$ cat src/rtl/sha_pkg.sv
// shared types, constants and round functions of the sha-256 hasher
package sha_pkg;

  typedef logic [7:0][31:0] words_t;

  // control from the sequencer to the round datapath
  typedef struct packed {
    logic       init;
    logic       step;
    logic [5:0] rnd;
  } sha_ctl_t;

  localparam int unsigned BlockWords = 16;
  localparam int unsigned WordAw     = $clog2(BlockWords);
  localparam int unsigned CntW       = 61;

  localparam logic [31:0] PadByteWord = 32'h8000_0000;

  // word 0 in element 0
  localparam words_t HashInit = {
    32'h5be0cd19, 32'h1f83d9ab, 32'h9b05688c, 32'h510e527f,
    32'ha54ff53a, 32'h3c6ef372, 32'hbb67ae85, 32'h6a09e667
  };

  function automatic logic [31:0] ror32(input logic [31:0] x, input int unsigned n);
    logic [63:0] dbl;
    dbl = {x, x};
    return dbl[n +: 32];
  endfunction

  function automatic logic [31:0] bsig0(input logic [31:0] x);
    return ror32(x, 2) ^ ror32(x, 13) ^ ror32(x, 22);
  endfunction

  function automatic logic [31:0] bsig1(input logic [31:0] x);
    return ror32(x, 6) ^ ror32(x, 11) ^ ror32(x, 25);
  endfunction

  function automatic logic [31:0] ssig0(input logic [31:0] x);
    return ror32(x, 7) ^ ror32(x, 18) ^ (x >> 3);
  endfunction

  function automatic logic [31:0] ssig1(input logic [31:0] x);
    return ror32(x, 17) ^ ror32(x, 19) ^ (x >> 10);
  endfunction

  function automatic logic [31:0] round_k(input logic [5:0] idx);
    logic [31:0] k;
    case (idx)
      6'd0:  k = 32'h428a2f98;  6'd1:  k = 32'h71374491;
      6'd2:  k = 32'hb5c0fbcf;  6'd3:  k = 32'he9b5dba5;
      6'd4:  k = 32'h3956c25b;  6'd5:  k = 32'h59f111f1;
      6'd6:  k = 32'h923f82a4;  6'd7:  k = 32'hab1c5ed5;
      6'd8:  k = 32'hd807aa98;  6'd9:  k = 32'h12835b01;
      6'd10: k = 32'h243185be;  6'd11: k = 32'h550c7dc3;
      6'd12: k = 32'h72be5d74;  6'd13: k = 32'h80deb1fe;
      6'd14: k = 32'h9bdc06a7;  6'd15: k = 32'hc19bf174;
      6'd16: k = 32'he49b69c1;  6'd17: k = 32'hefbe4786;
      6'd18: k = 32'h0fc19dc6;  6'd19: k = 32'h240ca1cc;
      6'd20: k = 32'h2de92c6f;  6'd21: k = 32'h4a7484aa;
      6'd22: k = 32'h5cb0a9dc;  6'd23: k = 32'h76f988da;
      6'd24: k = 32'h983e5152;  6'd25: k = 32'ha831c66d;
      6'd26: k = 32'hb00327c8;  6'd27: k = 32'hbf597fc7;
      6'd28: k = 32'hc6e00bf3;  6'd29: k = 32'hd5a79147;
      6'd30: k = 32'h06ca6351;  6'd31: k = 32'h14292967;
      6'd32: k = 32'h27b70a85;  6'd33: k = 32'h2e1b2138;
      6'd34: k = 32'h4d2c6dfc;  6'd35: k = 32'h53380d13;
      6'd36: k = 32'h650a7354;  6'd37: k = 32'h766a0abb;
      6'd38: k = 32'h81c2c92e;  6'd39: k = 32'h92722c85;
      6'd40: k = 32'ha2bfe8a1;  6'd41: k = 32'ha81a664b;
      6'd42: k = 32'hc24b8b70;  6'd43: k = 32'hc76c51a3;
      6'd44: k = 32'hd192e819;  6'd45: k = 32'hd6990624;
      6'd46: k = 32'hf40e3585;  6'd47: k = 32'h106aa070;
      6'd48: k = 32'h19a4c116;  6'd49: k = 32'h1e376c08;
      6'd50: k = 32'h2748774c;  6'd51: k = 32'h34b0bcb5;
      6'd52: k = 32'h391c0cb3;  6'd53: k = 32'h4ed8aa4a;
      6'd54: k = 32'h5b9cca4f;  6'd55: k = 32'h682e6ff3;
      6'd56: k = 32'h748f82ee;  6'd57: k = 32'h78a5636f;
      6'd58: k = 32'h84c87814;  6'd59: k = 32'h8cc70208;
      6'd60: k = 32'h90befffa;  6'd61: k = 32'ha4506ceb;
      6'd62: k = 32'hbef9a3f7;  6'd63: k = 32'hc67178f2;
      default: k = 32'h0;
    endcase
    return k;
  endfunction

endpackage

$ cat src/rtl/sha_if.sv
// valid/ready channel interfaces for byte input and digest output
interface sha_in_if;
  logic       valid;
  logic       ready;
  logic       kind;
  logic [7:0] data_byte;

  modport source (output valid, output kind, output data_byte, input ready);
  modport sink (input valid, input kind, input data_byte, output ready);
endinterface

interface sha_out_if;
  logic        valid;
  logic        ready;
  logic [31:0] digest_word;
  logic [2:0]  word_index;
  logic        last_word;

  modport source (output valid, output digest_word, output word_index, output last_word,
                  input ready);
  modport sink (input valid, input digest_word, input word_index, input last_word,
                output ready);
endinterface

$ cat src/rtl/sha256_byte_stream_hasher.sv
// sha-256 byte stream hasher: byte packing, padding sequencer and digest output
// a message byte is taken only in the idle state; a full block then blocks input while
//   the ram read is primed, the 64 rounds run and the hash words are updated
// a finish writes the padding words and compresses one or two blocks, then gives
//   eight digest words at one per cycle while the output is taken
// the single shared round unit holds input off until a full block is compressed
// reset: hash words to the initial values, fill and length to zero; the block ram
//   is not cleared, every word is written before it is read
module sha256_byte_stream_hasher
  import sha_pkg::*;
(
  input  logic       clk_i,
  input  logic       rst_ni,
  sha_in_if.sink     in_i,
  sha_out_if.source  out_o
);

  typedef enum logic [2:0] {
    S_IDLE,
    S_PAD,
    S_LOAD,
    S_ROUND,
    S_FINAL,
    S_OUT
  } state_e;

  state_e              state_q;
  logic [5:0]          fill_q;
  logic [23:0]         acc_q;
  logic [CntW-1:0]     cnt_q;
  logic [WordAw-1:0]   wr_idx_q;
  logic                two_blk_q;
  logic                fin_q;
  logic [5:0]          rnd_q;
  logic [2:0]          out_idx_q;
  words_t              hash_q;
  logic                out_valid_q;
  logic [31:0]         out_word_q;
  logic [2:0]          out_index_q;
  logic                out_last_q;

  logic                accept;
  logic                ram_we;
  logic [WordAw-1:0]   ram_waddr;
  logic [31:0]         ram_wdata;
  logic [WordAw-1:0]   ram_raddr;
  logic [31:0]         ram_rdata;
  logic [31:0]         pad_word;
  logic [63:0]         bit_len;
  sha_ctl_t            ctl;
  words_t              vars;

  assign in_i.ready = (state_q == S_IDLE);
  assign accept     = in_i.valid && in_i.ready;
  assign bit_len    = {cnt_q, 3'b000};

  // partial word closed by the 0x80 marker
  always_comb begin
    case (fill_q[1:0])
      2'd0:    pad_word = PadByteWord;
      2'd1:    pad_word = {acc_q[7:0], 8'h80, 16'h0000};
      2'd2:    pad_word = {acc_q[15:0], 8'h80, 8'h00};
      2'd3:    pad_word = {acc_q[23:0], 8'h80};
      default: pad_word = PadByteWord;
    endcase
  end

  always_comb begin
    ram_we    = 1'b0;
    ram_waddr = fill_q[5:2];
    ram_wdata = {acc_q, in_i.data_byte};
    if (state_q == S_IDLE && accept) begin
      if (in_i.kind) begin
        ram_we    = 1'b1;
        ram_wdata = pad_word;
      end else begin
        ram_we = (fill_q[1:0] == 2'd3);
      end
    end else if (state_q == S_PAD) begin
      ram_we    = 1'b1;
      ram_waddr = wr_idx_q;
      if (!two_blk_q && wr_idx_q == WordAw'(BlockWords - 2)) begin
        ram_wdata = bit_len[63:32];
      end else if (!two_blk_q && wr_idx_q == WordAw'(BlockWords - 1)) begin
        ram_wdata = bit_len[31:0];
      end else begin
        ram_wdata = '0;
      end
    end
  end

  // the read for round t+1 is issued during round t
  assign ram_raddr = (state_q == S_ROUND) ? WordAw'(rnd_q + 6'd1) : '0;

  assign ctl.init = (state_q == S_LOAD);
  assign ctl.step = (state_q == S_ROUND);
  assign ctl.rnd  = rnd_q;

  sha_ram #(
    .Width (32),
    .Depth (BlockWords)
  ) u_block_ram (
    .clk_i   (clk_i),
    .we_i    (ram_we),
    .waddr_i (ram_waddr),
    .wdata_i (ram_wdata),
    .raddr_i (ram_raddr),
    .rdata_o (ram_rdata)
  );

  sha_core u_core (
    .clk_i   (clk_i),
    .ctl_i   (ctl),
    .hash_i  (hash_q),
    .rdata_i (ram_rdata),
    .vars_o  (vars)
  );

  always_ff @(posedge clk_i or negedge rst_ni) begin
    if (!rst_ni) begin
      state_q     <= S_IDLE;
      fill_q      <= '0;
      acc_q       <= '0;
      cnt_q       <= '0;
      wr_idx_q    <= '0;
      two_blk_q   <= 1'b0;
      fin_q       <= 1'b0;
      rnd_q       <= '0;
      out_idx_q   <= '0;
      hash_q      <= HashInit;
      out_valid_q <= 1'b0;
      out_word_q  <= '0;
      out_index_q <= '0;
      out_last_q  <= 1'b0;
    end else begin
      // in the output phase the word register is reloaded below
      if (out_valid_q && out_o.ready && state_q != S_OUT) begin
        out_valid_q <= 1'b0;
      end
      case (state_q)
        S_IDLE: begin
          if (accept) begin
            if (in_i.kind) begin
              fin_q     <= 1'b1;
              fill_q    <= '0;
              two_blk_q <= (fill_q[5:2] >= 4'(BlockWords - 2));
              wr_idx_q  <= fill_q[5:2] + 4'd1;
              // marker landed in the last word: nothing more to write now
              if (fill_q[5:2] == 4'(BlockWords - 1)) begin
                state_q <= S_LOAD;
              end else begin
                state_q <= S_PAD;
              end
            end else begin
              acc_q  <= {acc_q[15:0], in_i.data_byte};
              fill_q <= fill_q + 6'd1;
              cnt_q  <= cnt_q + CntW'(1);
              fin_q  <= 1'b0;
              if (fill_q == 6'd63) begin
                state_q <= S_LOAD;
              end
            end
          end
        end
        S_PAD: begin
          wr_idx_q <= wr_idx_q + 4'd1;
          if (wr_idx_q == 4'(BlockWords - 1)) begin
            state_q <= S_LOAD;
          end
        end
        S_LOAD: begin
          rnd_q   <= '0;
          state_q <= S_ROUND;
        end
        S_ROUND: begin
          rnd_q <= rnd_q + 6'd1;
          if (rnd_q == 6'd63) begin
            state_q <= S_FINAL;
          end
        end
        S_FINAL: begin
          for (int i = 0; i < 8; i++) begin
            hash_q[i] <= hash_q[i] + vars[i];
          end
          if (two_blk_q) begin
            two_blk_q <= 1'b0;
            wr_idx_q  <= '0;
            state_q   <= S_PAD;
          end else if (fin_q) begin
            out_idx_q <= '0;
            state_q   <= S_OUT;
          end else begin
            state_q <= S_IDLE;
          end
        end
        S_OUT: begin
          if (!out_valid_q || out_o.ready) begin
            out_valid_q <= 1'b1;
            out_word_q  <= hash_q[out_idx_q];
            out_index_q <= out_idx_q;
            out_last_q  <= (out_idx_q == 3'd7);
            out_idx_q   <= out_idx_q + 3'd1;
            if (out_idx_q == 3'd7) begin
              hash_q  <= HashInit;
              cnt_q   <= '0;
              fin_q   <= 1'b0;
              state_q <= S_IDLE;
            end
          end
        end
        default: state_q <= S_IDLE;
      endcase
    end
  end

  assign out_o.valid       = out_valid_q;
  assign out_o.digest_word = out_word_q;
  assign out_o.word_index  = out_index_q;
  assign out_o.last_word   = out_last_q;

`ifndef SYNTH
  a_no_write_in_rounds: assert property (@(posedge clk_i) disable iff (!rst_ni)
    (state_q == S_ROUND || state_q == S_LOAD) |-> !ram_we)
    else $error("block ram written while compressing");

  a_rounds_then_final: assert property (@(posedge clk_i) disable iff (!rst_ni)
    (state_q == S_ROUND && rnd_q == 6'd63) |=> (state_q == S_FINAL))
    else $error("round 63 not followed by hash update");

  a_out_rise_from_out: assert property (@(posedge clk_i) disable iff (!rst_ni)
    $rose(out_valid_q) |-> $past(state_q == S_OUT))
    else $error("digest word presented outside output phase");

  a_fill_clear_on_out: assert property (@(posedge clk_i) disable iff (!rst_ni)
    (state_q == S_OUT) |-> (fill_q == 6'd0 && !two_blk_q))
    else $error("block fill not cleared before digest output");
`endif

endmodule

$ cat src/rtl/sha_ram.sv
// generic single-write, single-read ram with registered read data
module sha_ram #(
  parameter int unsigned Width = 32,
  parameter int unsigned Depth = 16
) (
  input  logic                     clk_i,
  input  logic                     we_i,
  input  logic [$clog2(Depth)-1:0] waddr_i,
  input  logic [Width-1:0]         wdata_i,
  input  logic [$clog2(Depth)-1:0] raddr_i,
  output logic [Width-1:0]         rdata_o
);

  logic [Width-1:0] mem_q [Depth];

  always_ff @(posedge clk_i) begin
    if (we_i) begin
      mem_q[waddr_i] <= wdata_i;
    end
    rdata_o <= mem_q[raddr_i];
  end

endmodule

$ cat src/rtl/sha_core.sv
// sha-256 round datapath: working variables and message schedule window
module sha_core
  import sha_pkg::*;
(
  input  logic        clk_i,
  input  sha_ctl_t    ctl_i,
  input  words_t      hash_i,
  input  logic [31:0] rdata_i,
  output words_t      vars_o
);

  words_t            v_q;
  logic [15:0][31:0] w_q;
  logic [31:0]       w_new;
  logic [31:0]       t1;
  logic [31:0]       t2;
  logic [31:0]       ch;
  logic [31:0]       maj;

  // first sixteen rounds take block words from the ram, the rest are expanded
  always_comb begin
    if (ctl_i.rnd < 6'd16) begin
      w_new = rdata_i;
    end else begin
      w_new = ssig1(w_q[14]) + w_q[9] + ssig0(w_q[1]) + w_q[0];
    end
    ch  = (v_q[4] & v_q[5]) ^ (~v_q[4] & v_q[6]);
    maj = (v_q[0] & v_q[1]) ^ (v_q[0] & v_q[2]) ^ (v_q[1] & v_q[2]);
    t1  = v_q[7] + bsig1(v_q[4]) + ch + round_k(ctl_i.rnd) + w_new;
    t2  = bsig0(v_q[0]) + maj;
  end

  always_ff @(posedge clk_i) begin
    if (ctl_i.init) begin
      v_q <= hash_i;
    end else if (ctl_i.step) begin
      v_q[7] <= v_q[6];
      v_q[6] <= v_q[5];
      v_q[5] <= v_q[4];
      v_q[4] <= v_q[3] + t1;
      v_q[3] <= v_q[2];
      v_q[2] <= v_q[1];
      v_q[1] <= v_q[0];
      v_q[0] <= t1 + t2;
      w_q    <= {w_new, w_q[15:1]};
    end
  end

  assign vars_o = v_q;

endmodule
$ cat src/flat_wrapper.sv
// flat-port wrapper written by rule: the top's interface ports become plain ports
module sha256_byte_stream_hasher_flat import sha_pkg::*;
  (clk_i, rst_ni, in_i_valid, in_i_kind, in_i_data_byte, in_i_ready, out_o_valid, out_o_digest_word, out_o_word_index, out_o_last_word, out_o_ready);
  sha_in_if in_i_i ();
  sha_out_if out_o_i ();
  input  logic clk_i;
  input  logic rst_ni;
  input wire logic [$bits(in_i_i.valid)-1:0] in_i_valid;
  input wire logic [$bits(in_i_i.kind)-1:0] in_i_kind;
  input wire logic [$bits(in_i_i.data_byte)-1:0] in_i_data_byte;
  output wire logic [$bits(in_i_i.ready)-1:0] in_i_ready;
  output wire logic [$bits(out_o_i.valid)-1:0] out_o_valid;
  output wire logic [$bits(out_o_i.digest_word)-1:0] out_o_digest_word;
  output wire logic [$bits(out_o_i.word_index)-1:0] out_o_word_index;
  output wire logic [$bits(out_o_i.last_word)-1:0] out_o_last_word;
  input wire logic [$bits(out_o_i.ready)-1:0] out_o_ready;
  assign in_i_i.valid = in_i_valid;
  assign in_i_i.kind = in_i_kind;
  assign in_i_i.data_byte = in_i_data_byte;
  assign in_i_ready = in_i_i.ready;
  assign out_o_valid = out_o_i.valid;
  assign out_o_digest_word = out_o_i.digest_word;
  assign out_o_word_index = out_o_i.word_index;
  assign out_o_last_word = out_o_i.last_word;
  assign out_o_i.ready = out_o_ready;
  sha256_byte_stream_hasher u_core (.clk_i(clk_i), .rst_ni(rst_ni), .in_i(in_i_i), .out_o(out_o_i));
endmodule
$ cat config.mk
export PLATFORM = sky130hd
export DESIGN_NAME = sha256_byte_stream_hasher_flat
export DESIGN_NICKNAME = d
export VERILOG_FILES = /design/src/rtl/sha_pkg.sv /design/src/rtl/sha_if.sv /design/src/rtl/sha256_byte_stream_hasher.sv /design/src/rtl/sha_ram.sv /design/src/rtl/sha_core.sv /design/src/flat_wrapper.sv
export SDC_FILE = /design/constraint.sdc
export NUM_CORES = 2
export LEC_CHECK = 0
export BUFFER_PORTS_ARGS = -buffer_cell sky130_fd_sc_hd__buf_2
export CAP_MARGIN = 10
export CORE_ASPECT_RATIO = 1.1
export CORE_MARGIN = 3
export CORE_UTILIZATION = 40
export DETAILED_ROUTE_END_ITERATION = 8
export PLACE_DENSITY = 0.5
export SETUP_SLACK_MARGIN = 0.05
export SLEW_MARGIN = 20
export SYNTH_ARGS = -nofsm -noshare
export SYNTH_HDL_FRONTEND = slang
export SYNTH_SLANG_ARGS = --single-unit
$ cat constraint.sdc
create_clock -name clk_i -period 24.1 [get_ports clk_i]
set_input_delay 4.82 -clock clk_i [delete_from_list [all_inputs] [get_ports clk_i]]
set_output_delay 4.82 -clock clk_i [all_outputs]
set_load 0.02 [all_outputs]
==> summary.md <==
| Metric | Value |
|---|---|
| Outcome | finished clean |
| First-pass iteration count of the detailed router | 5 |
| Max Fclk | 87.0 MHz |
| Least-Margin Pin Slew | 1150 ps |
| IO Port Bufs | 50 |
| Slowest CP cell | o31ai_1 |
| First-pass GRT wire length | 451 mm |
| Placed cell area | 97300 µm² |
| Total congestion overflow | 0 |
| Fin. Hold Viols | 0 |
| GR Util All Layers | 25.3% |
| Crit-path most repeated cell | fa_1 |
| Share of cells above drive strength 1 | 9.42% |
| Starting DRT DRC Count | 6419 |
| Cts repair resizes | 0 |
| # hold bufs at CTS | 0 |
| Crit path max fanout | 8 |
| Final instance area | 104000 µm² |
| Die width | 467 µm |
| Multi-input gate area | 41600 µm² |
| Worst Path Arrival | 12050 ps |
| H-tree depth | 4 |
| Die area | 240000 µm² |
| Fin Clk Skew | 60.7 ps |
| Final ANT Viol Nets | 0 |
| Cell Rows | 185 |
| Hold Path Class | reg -> reg |
| Gp weighted congestion | 0.963 |
| Die H | 513 µm |
| Tcrit/Tclk final | 47.7% |
| Fin worst setup slack | 12600 ps |
| FFs w/ async S/R, synth | 23.5% |
| Slowest cell delay on critical path | 880 ps |
| Pins over their slew limit | 0 |
| Nets | 8999 |
| Setup TNS | 0 ps |
| Storage element area | 49300 µm² |
| Slew Limit Headroom | 22.6% |
| CTS tree | built |
| Routed WL per cell | 26.4 µm |
| Vias per cell | 5.67 |
| Worst Setup Path Type | reg -> reg |
| Tmin final | 11500 ps |
| Number of global-route vias before repair | 63728 |
| Mapped Nets | 9052 |
| Antenna violations before repair | 13 |
| DPL Wire Length | 212 mm |
| Fillcell total | 21484 |
| RSZ-0062 raised after global routing | false |
| CP Data Required Time | 24650 ps |
| Final setup viols | 0 |
| Synth warnings | 0 |
| Area grow syn2layout | 11.3% |
| Ys flop type | edfxtp_1 |
| Post-synth EDFFs | 1280 |
| Core Area | 232000 µm² |
| Critical path endpoint category | flop |
| FF+latch count, synth | 1714 |
| Largest net degree at the start of global routing | 169 |
| CTS Root Cell | clkbuf_16 |
| Clock Pin Slew Worst Setup and Hold Paths | 60 ps |
| Sequential area share after synthesis | 52.7% |
| DRC | 0 |
| Starting density of the core | 40.4% |
| CTS Sinks | 1714 |
| Final WL | 308 mm |
| Postcts setup bufs | 0 |
| I/O pins | 51 |
| Critical Path Source Type | flop |
| Place WS | 12860 ps |
| Synth cell types | 90 |
| Synthesized cell area | 93500 µm² |
| TritonCTS buffer count | 193 |
| Synth Instances | 8435 |
| Number of max-cap violations | 0 |
| Clk Latency, worst-skew pair | 880 ps |
| Syn_area_per_cell | 11.1 µm² |
| Via count | 66030 |
| Clk buf depth | 3 |
## per-layer routing
metal  vias to the layer above  part of all wire [%]  track usage (%)
li1                      30309                     -                -
met1                     33405                    47             38.1
met2                      1944                    44             38.6
met3                       372                   5.5             3.40
met4                         0                   2.6             6.34
met5                         -                     0                0
## registers in the layout, summed over array words and instances, names as in the netlist, 4 cells and up
register,flops
u_core.wr_idx_q,4
u_core.hash_q,256
u_core.out_o.digest_word,32
u_core.u_block_ram.rdata_o,32
u_core.rnd_q,6
u_core.acc_q,24
u_core.fill_q,6
u_core.u_block_ram.mem_q,512
u_core.u_core.vars_o,256
u_core.cnt_q,61
u_core.u_core.w_q,512
## worst paths after layout
check	from	end	slack, ps	depth (start not counted)
max	u_core.u_core.w_q[466]$_DFFE_PP_	u_core.u_core.vars_o[157]$_DFFE_PP_	12600	38
min	u_core.u_core.w_q[407]$_DFFE_PP_	u_core.u_core.w_q[375]$_DFFE_PP_	390	0
max reg2reg	u_core.u_core.w_q[466]$_DFFE_PP_	u_core.u_core.vars_o[157]$_DFFE_PP_	12600	38
min reg2reg	u_core.u_core.w_q[407]$_DFFE_PP_	u_core.u_core.w_q[375]$_DFFE_PP_	390	0
max in group asynchronous	rst_ni	u_core.hash_q[155]$_DFFE_PN0P_	17970	3
min in group asynchronous	rst_ni	u_core.out_o.digest_word[2]$_DFFE_PN0P_	3950	1
## worst max-delay path: cells and delay by family (launching register included)
family / cells / cell delay, ps
adder cells (fa/ha/maj): 9 / 3900
XOR/XNOR: 4 / 800
buffers and inverters: 1 / 60
flip-flops: 1 / 500
AO/OA/AOI/OAI: 19 / 5260
AND/OR/NAND/NOR: 5 / 660
## stage by stage
step	cells	hold WS, ps	utilization [%]
global route	11639	397	44.9
CTS	11636	388	44.9
finish	11642	390	44.9
global placement	11271	401	42.0
detailed placement	11271	405	42.0
floorplan	8435	400	-
## cells by family (layout without fill, tap and decap cells)
logic type                 count (synthesis)  in the layout  share of synthesized area (%)
adders and majority gates                609            609                           9.71
xor gates and xnor gates                 619            619                           5.80
AOI/OAI and AO/OA                       1962           1962                           13.4
buffers and inverters                    777            894                           3.12
and+or+nand+nor                         2501           2501                           11.5
other                                      0              5                              0
muxes                                    253            253                           3.72
DFF                                     1714           1714                           52.7
## synth_stat cells, drive strengths merged (19+ instances only)
master	n	area share, %
o21ai	431	2.3
xor2	237	2.2
edfxtp	1280	41
clkbuf	358	1.4
buf	64	0.26
mux4	72	1.7
dfxtp	32	0.68
o21a	64	0.51
fa	196	4.2
nand2	1393	5.6
mux2i	147	1.6
nor3	89	0.48
mux2	34	0.41
o22ai	19	0.13
and3	54	0.37
nand4	24	0.16
o21bai	53	0.43
nand2b	55	0.37
a211oi	120	0.96
a22o	22	0.21
o31ai	32	0.26
inv	352	1.4
or3	48	0.33
ha	408	5.5
and2	83	0.56
nand3	146	0.79
dfstp	136	3.8
o211ai	31	0.25
a31oi	95	0.64
nor2b	43	0.29
a21oi	570	3.0
a22oi	22	0.18
a21o	204	1.6
a311oi	113	1.1
xnor2	382	3.6
dfrtp	266	7.1
nor2	491	2.0
## layout make-up
type / count / area share, %
Multi-Input combinational cell: 5944 / 39.9
Antenna cell: 5 / 0.0120
Timing Repair Buffer: 174 / 1.21
Sequential cell: 1714 / 47.4
Tap cell: 3085 / 3.71
Inverter: 355 / 1.28
Clock buffer: 262 / 5.18
Clock inverter: 103 / 1.33
## placed cells by master (no fill, tap or decap), types with 118 or more instances in the layout
cell type  Yosys  final
dfrtp_1      266    259
ha_1         408    407
fa_1         196    196
dfstp_2      136    136
edfxtp_1    1280   1280
nand3_1      145    145
nor2_1       490    472
inv_1        352    352
nand2_1     1392   1385
xor2_1       237    237
a211oi_1     120    120
a21oi_1      570    569
mux2i_1      147    147
o21ai_0      431    422
buf_4          0    118
a21o_1       204    204
xnor2_1      382    382
clkbuf_16      0    196
Power is left out: the tool's default activity adds up to more than one toggle a clock period on the data nets, which glitch-free logic cannot reach.
